### config.mk
export PLATFORM = sky130hd
export DESIGN_NAME = ntc_ctrl
export DESIGN_NICKNAME = d
export VERILOG_FILES = /design/src/rtl/ntc_pkg.sv /design/src/rtl/ntc_ctrl.sv
export SDC_FILE = /design/constraint.sdc
export NUM_CORES = 1
export LEC_CHECK = 0
export ABC_CLOCK_PERIOD_IN_PS = 2970
export BUFFER_PORTS_ARGS = -buffer_cell sky130_fd_sc_hd__buf_2
export CAP_MARGIN = 15
export CORE_UTILIZATION = 45
export DETAILED_ROUTE_END_ITERATION = 10
export PLACE_DENSITY_LB_ADDON = 0.1
export SLEW_MARGIN = 20
export SYNTH_ARGS = -nofsm -noshare
export SYNTH_HDL_FRONTEND = slang
export SYNTH_SLANG_ARGS = --single-unit
export TNS_END_PERCENT = 100
### constraint.sdc
create_clock -name clk -period 2.97 [get_ports clk]
set_input_delay 0 -clock clk [delete_from_list [all_inputs] [get_ports clk]]
set_output_delay 0 -clock clk [all_outputs]
set_load 0.02 [all_outputs]
### src/rtl/ntc_pkg.sv
// Shared constants, types and the thermistor table for the NTC sensor core.
package ntc_pkg;

  localparam int AvgDepth      = 100;
  localparam int TableEntries  = 141;
  localparam int ConvertPeriod = 100;
  localparam int DegOffset     = 10;

  localparam int SlotW = 7;
  localparam int SumW  = 19;
  localparam int IdxW  = 8;

  localparam logic [2:0] ST_OK    = 3'd0;
  localparam logic [2:0] ST_SHORT = 3'd1;
  localparam logic [2:0] ST_OPEN  = 3'd2;
  localparam logic [2:0] ST_BELOW = 3'd3;
  localparam logic [2:0] ST_ABOVE = 3'd4;

  localparam logic CFG_SHORT = 1'b0;
  localparam logic CFG_OPEN  = 1'b1;

  // controller -> datapath commands
  typedef struct packed {
    logic take;      // latch sample, read old slot
    logic upd_sum;   // ring write, sum update
    logic div_start;
    logic div_step;
    logic cls;       // classify / start search
    logic srch_step;
    logic interp;    // load interpolation divide
    logic idiv_step;
    logic finish;    // commit temperature
    logic emit;
  } ntc_cmd_t;

  typedef struct packed {
    logic conv_due;
    logic in_table;
    logic srch_done;
    logic div_done;
  } ntc_sts_t;

  function automatic logic [11:0] tab_at(input logic [IdxW-1:0] k);
    logic [11:0] v;
    case (k)
      8'd0: v = 12'd170;   8'd1: v = 12'd180;   8'd2: v = 12'd189;   8'd3: v = 12'd200;
      8'd4: v = 12'd210;   8'd5: v = 12'd221;   8'd6: v = 12'd233;   8'd7: v = 12'd245;
      8'd8: v = 12'd258;   8'd9: v = 12'd271;   8'd10: v = 12'd284;  8'd11: v = 12'd298;
      8'd12: v = 12'd313;  8'd13: v = 12'd328;  8'd14: v = 12'd344;  8'd15: v = 12'd361;
      8'd16: v = 12'd381;  8'd17: v = 12'd404;  8'd18: v = 12'd425;  8'd19: v = 12'd448;
      8'd20: v = 12'd474;  8'd21: v = 12'd492;  8'd22: v = 12'd516;  8'd23: v = 12'd548;
      8'd24: v = 12'd586;  8'd25: v = 12'd611;  8'd26: v = 12'd600;  8'd27: v = 12'd632;
      8'd28: v = 12'd654;  8'd29: v = 12'd682;  8'd30: v = 12'd710;  8'd31: v = 12'd734;
      8'd32: v = 12'd758;  8'd33: v = 12'd794;  8'd34: v = 12'd826;  8'd35: v = 12'd858;
      8'd36: v = 12'd892;  8'd37: v = 12'd928;  8'd38: v = 12'd960;  8'd39: v = 12'd994;
      8'd40: v = 12'd1034; 8'd41: v = 12'd1068; 8'd42: v = 12'd1104; 8'd43: v = 12'd1140;
      8'd44: v = 12'd1174; 8'd45: v = 12'd1216; 8'd46: v = 12'd1260; 8'd47: v = 12'd1294;
      8'd48: v = 12'd1331; 8'd49: v = 12'd1368; 8'd50: v = 12'd1410; 8'd51: v = 12'd1442;
      8'd52: v = 12'd1482; 8'd53: v = 12'd1520; 8'd54: v = 12'd1560; 8'd55: v = 12'd1603;
      8'd56: v = 12'd1640; 8'd57: v = 12'd1680; 8'd58: v = 12'd1720; 8'd59: v = 12'd1760;
      8'd60: v = 12'd1804; 8'd61: v = 12'd1842; 8'd62: v = 12'd1882; 8'd63: v = 12'd1920;
      8'd64: v = 12'd1958; 8'd65: v = 12'd1994; 8'd66: v = 12'd2035; 8'd67: v = 12'd2072;
      8'd68: v = 12'd2110; 8'd69: v = 12'd2140; 8'd70: v = 12'd2170; 8'd71: v = 12'd2206;
      8'd72: v = 12'd2241; 8'd73: v = 12'd2280; 8'd74: v = 12'd2316; 8'd75: v = 12'd2351;
      8'd76: v = 12'd2387; 8'd77: v = 12'd2418; 8'd78: v = 12'd2450; 8'd79: v = 12'd2487;
      8'd80: v = 12'd2522; 8'd81: v = 12'd2553; 8'd82: v = 12'd2587; 8'd83: v = 12'd2617;
      8'd84: v = 12'd2645; 8'd85: v = 12'd2674; 8'd86: v = 12'd2703; 8'd87: v = 12'd2732;
      8'd88: v = 12'd2764; 8'd89: v = 12'd2795; 8'd90: v = 12'd2824; 8'd91: v = 12'd2853;
      8'd92: v = 12'd2882; 8'd93: v = 12'd2904; 8'd94: v = 12'd2929; 8'd95: v = 12'd2959;
      8'd96: v = 12'd2982; 8'd97: v = 12'd3003; 8'd98: v = 12'd3028; 8'd99: v = 12'd3048;
      8'd100: v = 12'd3072; 8'd101: v = 12'd3098; 8'd102: v = 12'd3118; 8'd103: v = 12'd3138;
      8'd104: v = 12'd3160; 8'd105: v = 12'd3178; 8'd106: v = 12'd3196; 8'd107: v = 12'd3216;
      8'd108: v = 12'd3235; 8'd109: v = 12'd3255; 8'd110: v = 12'd3278; 8'd111: v = 12'd3308;
      8'd112: v = 12'd3354; 8'd113: v = 12'd3374; 8'd114: v = 12'd3384; 8'd115: v = 12'd3392;
      8'd116: v = 12'd3409; 8'd117: v = 12'd3426; 8'd118: v = 12'd3442; 8'd119: v = 12'd3458;
      8'd120: v = 12'd3473; 8'd121: v = 12'd3489; 8'd122: v = 12'd3503; 8'd123: v = 12'd3518;
      8'd124: v = 12'd3532; 8'd125: v = 12'd3545; 8'd126: v = 12'd3559; 8'd127: v = 12'd3572;
      8'd128: v = 12'd3585; 8'd129: v = 12'd3597; 8'd130: v = 12'd3609; 8'd131: v = 12'd3621;
      8'd132: v = 12'd3632; 8'd133: v = 12'd3643; 8'd134: v = 12'd3654; 8'd135: v = 12'd3665;
      8'd136: v = 12'd3675; 8'd137: v = 12'd3685; 8'd138: v = 12'd3695; 8'd139: v = 12'd3705;
      8'd140: v = 12'd3714;
      default: v = 12'd0;
    endcase
    return v;
  endfunction

endpackage

### src/rtl/ntc_ctrl.sv
// Sequencing controller for the NTC sensor core.
module ntc_ctrl (
  input  logic              clk,
  input  logic              rst,
  input  logic              in_valid,
  output logic              in_stall,
  output logic              out_valid,
  input  logic              out_stall,
  output ntc_pkg::ntc_cmd_t cmd,
  input  ntc_pkg::ntc_sts_t sts,
  output logic              clr_active,
  output logic [ntc_pkg::SlotW-1:0] clr_addr
);
  localparam logic [3:0] S_CLR   = 4'd0;
  localparam logic [3:0] S_IDLE  = 4'd1;
  localparam logic [3:0] S_RD    = 4'd2;
  localparam logic [3:0] S_UPD   = 4'd3;
  localparam logic [3:0] S_DIV   = 4'd4;
  localparam logic [3:0] S_CLS   = 4'd5;
  localparam logic [3:0] S_SRCH  = 4'd6;
  localparam logic [3:0] S_IDIVL = 4'd7;
  localparam logic [3:0] S_IDIV  = 4'd8;
  localparam logic [3:0] S_FIN   = 4'd9;
  localparam logic [3:0] S_EMIT  = 4'd10;
  localparam logic [3:0] S_OUT   = 4'd11;

  logic [3:0] state, state_next;
  logic conv;

  assign clr_active = (state == S_CLR);
  assign in_stall   = (state != S_IDLE);
  assign out_valid  = (state == S_OUT);

  always_comb begin
    cmd = '0;
    state_next = state;
    unique case (state)
      S_CLR:  if (clr_addr == ntc_pkg::SlotW'(ntc_pkg::AvgDepth - 1)) state_next = S_IDLE;
      S_IDLE: if (in_valid) begin
        cmd.take = 1'b1;
        state_next = S_RD;
      end
      S_RD:   state_next = S_UPD;
      S_UPD:  begin
        cmd.upd_sum = 1'b1;
        state_next = S_DIV;
      end
      S_DIV:  begin
        if (sts.div_done && conv) begin
          state_next = S_CLS;
        end else if (sts.div_done) begin
          state_next = S_EMIT;
        end else begin
          cmd.div_step = 1'b1;
        end
      end
      S_CLS:  begin
        cmd.cls = 1'b1;
        state_next = S_SRCH;
      end
      S_SRCH: begin
        if (!sts.in_table) state_next = S_EMIT;
        else if (sts.srch_done) state_next = S_IDIVL;
        else cmd.srch_step = 1'b1;
      end
      S_IDIVL: begin
        cmd.interp = 1'b1;
        state_next = S_IDIV;
      end
      S_IDIV: begin
        if (sts.div_done) state_next = S_FIN;
        else cmd.idiv_step = 1'b1;
      end
      S_FIN:  begin
        cmd.finish = 1'b1;
        state_next = S_EMIT;
      end
      S_EMIT: begin
        cmd.emit = 1'b1;
        state_next = S_OUT;
      end
      S_OUT:  if (!out_stall) state_next = S_IDLE;
      default: state_next = S_IDLE;
    endcase
    // divider start rides on the sum update
    if (state == S_UPD) cmd.div_start = 1'b1;
  end

  always_ff @(posedge clk) begin
    if (rst) begin
      state    <= S_CLR;
      clr_addr <= '0;
      conv     <= 1'b0;
    end else begin
      state <= state_next;
      if (state == S_CLR) clr_addr <= clr_addr + 1'b1;
      if (state == S_UPD) conv <= sts.conv_due;
    end
  end
endmodule
==> metrics.cfg, run 1 <==
[placement]
preCtsSetupSlack_ns = 0.932
place.port_buffers = 27
gp_congestion = 0.783
place_inst = 146
hpwl_um = 1190

[cts]
clk_latency_ns = 0.28
cts_setup_buffers = 0
cts_buffers = 3
path_clk_slew_ns = 0.08
htreeDepth = 1
cts_sinks = 12
root_buffer = clkbuf_4
clk_path_buf_depth = 2
cts_tree = done

[sta]
totalNegativeSetupSlack_ns = 0
rsz0062_at_grt = no
fin_crit_sh_pct = 68.7
fin_ws_ns = 0.929
finalCriticalPeriod_ns = 2.04
hold_viol_final = 0
skew_ns = 0.00558
slew_headroom_pct = 63.8
finalSetupViolCount = 0
hold_slack_ns = 0.0458
report.final.slew_viol_count = 0
worstMarginPinSlew_ns = 0.539
fmax_mhz = 490

[floorplanning]
chipHeight_um = 44.4
fp-row-count = 14
start_util_pct = 50.7
core_area_mm2 = 0.00159
io_pins = 28
dieArea_mm2 = 0.00197
dieWidth_um = 44.4

[grt]
grt_pass1_vias = 586
grt-ovfl-total = 0
grt_util_all_layers_pct = 18.0
antenna_found_initial = 0
grt_pass1_wl_um = 2580
grt_max_degree = 16

[logic_synthesis]
synth_edf_count = 0
seq_area_frac_synth_pct = 29.7
mappedNetlistArea_um2 = 808
synth_ff_type = dfxtp_1
ys_types = 36
synth_common_cells = nor2_1 (16), dfxtp_1 (12), nand2_1 (10)
yosysTopAreaCell = dfxtp_1
yosys-top-cells-area = dfxtp_1 (30%), nor2_1 (7.4%), xor2_1 (6.5%)
async_flop_share_pct = 0
yosysWarnings = 0
ys_seq_elements = 12
syn_avg_cell_area_um2 = 7.92
synth_fp_nets = 111
synth_top_area_share_pct = 29.7
synth_most_common_cell = nor2_1
synthCells = 102

[setup_path]
cp_top_family = simple AND/OR/NAND/NOR gates
path_cells = ha_1 -> or4b_1 -> o21a_1 -> or3_4 -> o41ai_2
critPathKind = reg -> reg
start_kind = flip-flop
crit_path_end_kind = flip-flop
worstSetupStartpoint = clr_addr[0]
max_stage_delay_ns = 0.44
arrival_ns = 2.23
cp_max_fo = 5
critical-path-slowest-cell = or4b_1
timing.rr.start = clr_addr[0]
worst-path-buf-inv = 0
cp.required_ns = 3.15

[final_layout]
fin_cells = 151
finalNetCount = 137
antenna_cells = 0
area_growth_pct = 22.4
fillers = 155
seq_area_um2 = 240
multi_input_area_um2 = 531
layout-drive-gt1-share_pct = 28.3

[drt]
wl_per_cell_um = 10.7
wl_um = 1620
first_iter_violations = 7
vias_per_cell = 5.05
ant_nets = 0
drc = 0
firstDrtPassIters = 4
vias = 763

[status]
outcome = finished, final reports clean

[power]
p_switching_mw = 0.0743
p_int_mw = 0.251
power_leakage_nw = 0.431
finalPower_mw = 0.326
clockPowerShare_pct = 39.8
p_sw_share_pct = 22.8
power-per-cell-area_mw_per_mm2 = 329
p_comb_share_pct = 8.6
power_frac_seq_pct = 51.6
ir_drop_mv = 0.272

[min_path]
hold_start = rst
hold_path.class = in -> reg

[job]
drv_cap = 0

-- path summary, 6_finish.rpt --
| kind | to | slack (ns) | cells after the start |
|---|---|---|---|
| setup / recovery | state[2] | 0.93 | 5 |
| hold / removal | clr_addr[4] | 0.05 | 2 |
| setup reg to reg | state[2] | 0.93 | 5 |
| hold reg to reg | conv | 0.54 | 2 |
-- sequential cells by signal, summed over array words and instances, names as in the netlist --
| name | cells |
|---|---|
| clr_addr | 7 |
| state | 4 |
| conv | 1 |
-- stage by stage --
stage               util [%]  instance area (um2)
finish                  62.1                  990
global route            62.1                  990
CTS                     62.1                  990
detailed placement      59.2                  943
global placement        59.2                  943
floorplan                  -                  808
-- power groups by stage --
stage	sequential (mW)	clock, mW	combinational [mW]
6_report	0.168	0.129	0.0280
3_5_place_dp	0.172	0	0.0270
4_1_cts	0.168	0.136	0.0282
2_1_floorplan	0.176	0	0.0116
5_1_grt	0.169	0.143	0.0311
3_3_place_gp	0.172	0	0.0269
-- timing repair --
action,in CTS,in global routing
hold buffers,1,0
gates resized for setup,0,0
hold endpoints to repair,1,0
-- area by class of cell --
| cell class | instances | share of cell area (%) |
|---|---|---|
| multi-input cells | 81 | 53.6 |
| repair buffers | 28 | 14.7 |
| flip-flops and latches | 12 | 24.3 |
| clock buffers | 4 | 3.67 |
| well taps | 24 | 3.03 |
| inverters | 2 | 0.759 |
-- worst register-to-register path, cell delays in order (launching register included) --
cell,delay (ns)
dfxtp_1,0.38
ha_1,0.22
or4b_1,0.44
o21a_1,0.23
or3_4,0.41
o41ai_2,0.28
-- cells by family after synthesis --
| family | after synthesis | share of synthesized area (%) |
|---|---|---|
| AND/OR/NAND/NOR | 53 | 35.8 |
| AO/OA/AOI/OAI | 16 | 15.9 |
| flip-flops | 12 | 29.7 |
| buffers and inverters | 9 | 4.64 |
| XOR/XNOR | 8 | 8.67 |
| multiplexers | 3 | 3.72 |
| adder cells (fa/ha/maj) | 1 | 1.55 |
-- metal layers --
metal / global-route usage [%] / vias up / wire (um)
met3: 6.12 / 2 / 99
met1: 26.3 / 325 / 872
li1: - / 411 / -
met5: 0 / - / 0
met4: 7.27 / 0 / 11
met2: 23.8 / 25 / 635
-- cells in the final DEF (no fill, tap or decap), types with 2 or more instances in the layout --
cell type  synthesis  layout
nand3_1            2       2
xor2_1             6       6
o32ai_1            2       2
nand4_1            2       2
nand3b_1           2       2
dfxtp_1           12      12
xnor2_1            2       2
and2_1             3       3
clkbuf_4           0       3
or4b_1             2       2
or3_1              2       2
nor2b_1            2       2
buf_2              0      27
and3_1             2       2
nor3_1             4       4
a21oi_1            4       4
nand2_1           10      10
mux2i_1            3       3
nand2b_1           3       3
nor2_1            16      16
Power figures use the tool's default switching activity.
==> run 2: changes to the inputs <==
ABC_CLOCK_PERIOD_IN_PS = 2000   (was 2970)
clock period = 2 ns   (was 2.97 ns; I/O delays follow)
==> run 2 against run 1 <==
  * Sequential cell count did not move
  * Count of clock-buffer cells in the layout shrank 1
  * Cell area up 6.3%
  * Final cell count is 4.0% higher
  * Worst hold slack improved by 0.014 ns
  * Critical endpoint unchanged
==> metrics.cfg, run 2 (synthesis gave the netlist of run 1 again) <==
[setup_path]
path_cells = ha_2 -> or4b_1 -> o21a_1 -> or3_4 -> o41ai_2  ; was ha_1 -> or4b_1 -> o21a_1 -> or3_4 -> o41ai_2
start_kind = flip-flop  ; unchanged
cp_top_family = simple AND/OR/NAND/NOR gates  ; unchanged
cp.depth = 5  ; unchanged
worst-path-buf-inv = 0  ; unchanged
rrSetupSlack_ns = 0.06  ; was 0.93 ns
critical-path-slowest-cell = or4b_1  ; unchanged
max_stage_delay_ns = 0.45  ; was 0.44 ns
arrival_ns = 2.12  ; was 2.23 ns
worstSetupStartpoint = clr_addr[0]  ; unchanged
cp.required_ns = 2.18  ; was 3.15 ns
crit_path_end_kind = flip-flop  ; unchanged
cp_max_fo = 4  ; was 5
reg2regPathDepth = 5  ; unchanged
critPathKind = reg -> reg  ; unchanged
timing.rr.start = clr_addr[0]  ; unchanged

[final_layout]
final_cell_mix = buf_2 (27), nor2_1 (16), nand2_1 (10), dfxtp_1 (10), buf_4 (7)  ; was buf_2 (27), nor2_1 (16), dfxtp_1 (12)
fillers = 147  ; was 155
final_core_util_pct = 66.0  ; was 62.1%
top_register = clr_addr  ; unchanged
largest_register_ffs = 7  ; unchanged
layout-drive-gt1-share_pct = 36.1  ; was 28.3%
mostFrequentLayoutCell = buf_2  ; unchanged
area_growth_pct = 30.2  ; was 22.4%
finalNetCount = 144  ; was 137
top_regs = clr_addr (7), state (4), conv (1)  ; unchanged
antenna_cells = 0  ; unchanged

[power]
power_leakage_nw = 0.458  ; was 0.431 nW
ir_drop_mv = 0.598  ; was 0.272 mV
power-per-cell-area_mw_per_mm2 = 414  ; was 329 mW/mm2

[min_path]
whs_path_depth = 2  ; unchanged
hold_path.class = in -> reg  ; unchanged
hold_start = rst  ; unchanged

[cts]
clk_path_buf_depth = 2  ; unchanged
root_buffer = clkbuf_4  ; unchanged
path_clk_slew_ns = 0.07  ; was 0.08 ns
htreeDepth = 1  ; unchanged
clk_latency_ns = 0.27  ; was 0.28 ns
cts_sinks = 12  ; unchanged
cts_buffers = 3  ; unchanged
cts_tree = done  ; unchanged

[floorplanning]
dieArea_mm2 = 0.00197  ; unchanged
dieWidth_um = 44.4  ; unchanged
chipHeight_um = 44.4  ; unchanged
core_area_mm2 = 0.00159  ; unchanged
start_util_pct = 50.7  ; unchanged
io_pins = 28  ; unchanged
fp-row-count = 14  ; unchanged

[status]
outcome = finished, final reports clean  ; unchanged

[drt]
wl_um = 1810  ; was 1620 um
first_iter_violations = 11  ; was 7
firstDrtPassIters = 4  ; unchanged
ant_nets = 0  ; unchanged
drc = 0  ; unchanged
wl_per_cell_um = 11.5  ; was 10.7 um
vias_per_cell = 5.27  ; was 5.05
vias = 828  ; was 763

[sta]
totalNegativeSetupSlack_ns = 0  ; unchanged
slew_headroom_pct = 70.9  ; was 63.8%
fmax_mhz = 514  ; was 490 MHz
worstMarginPinSlew_ns = 0.437  ; was 0.539 ns
hold_viol_final = 0  ; unchanged
fin_crit_sh_pct = 97.2  ; was 68.7%
skew_ns = 0.00645  ; was 0.00558 ns
rsz0062_at_grt = no  ; unchanged
finalSetupViolCount = 0  ; unchanged
finalCriticalPeriod_ns = 1.94  ; was 2.04 ns
report.final.slew_viol_count = 0  ; unchanged

[placement]
place.port_buffers = 27  ; unchanged
gp_congestion = 0.777  ; was 0.783
hpwl_um = 1350  ; was 1190 um

[grt]
antenna_found_initial = 0  ; unchanged
grt-ovfl-total = 0  ; unchanged
grt_pass1_vias = 701  ; was 586
grt_util_all_layers_pct = 19.6  ; was 18.0%
grt_pass1_wl_um = 2860  ; was 2580 um
grt_max_degree = 13  ; was 16

[job]
drv_cap = 0  ; unchanged

run 2: cell types whose count changed in the layout (fill, tap and decap cells not counted), sizes merged:
cell	before	now
clkbuf	4	3
buf	27	34
run 2: area by class of cell:
class	instances	area (um2)	share of cell area [%]
flip-flops and latches	12	243	23.1
repair buffers	35	198	18.8
clock buffers	3	22.5	2.14
multi-input cells	81	552	52.4
inverters	2	7.51	0.713
well taps	24	30.0	2.85
run 2: what timing repair did:
action / in CTS / in global routing
hold buffers: 1 / 0
setup endpoints to repair: 0 / 3
hold endpoints to repair: 1 / 0
gates resized for setup: 0 / 4
setup buffers: 0 / 0
run 2: final timing paths:
path	to
worst max-delay path	state[2]
worst min-delay path	clr_addr[4]
worst max register to register	state[2]
worst min register to register	clr_addr[1]
run 2: per-stage QoR:
stage / instance area (um2) / instances / power, mW / hold WS [ns] / setup WS (ns)
after floorplan: 811 / 102 / 0.279 / 0.0887 / 0.0276
after global placement: 998 / 153 / 0.295 / 0.234 / 0.109
after detailed placement: 998 / 153 / 0.297 / 0.246 / 0.0568
after CTS: 1030 / 157 / 0.438 / 0.0502 / 0.0408
after global routing: 1050 / 157 / 0.455 / 0.0546 / 0.0122
final: 1050 / 157 / 0.435 / 0.0598 / 0.0558
run 2: where the power goes:
part           total [mW]  switching [mW]  internal, mW
Combinational      0.0428          0.0241        0.0187
Clock               0.142          0.0723        0.0696
Sequential          0.251         0.00560         0.245
run 2: layer usage:
layer | up-vias | part of all wire [%] | track usage [%]
met4 | 0 | 0 | 3.64
li1 | 423 | - | -
met3 | 0 | 5.9 | 8.98
met2 | 22 | 44 | 30.0
met5 | - | 0 | 0
met1 | 383 | 50 | 25.6
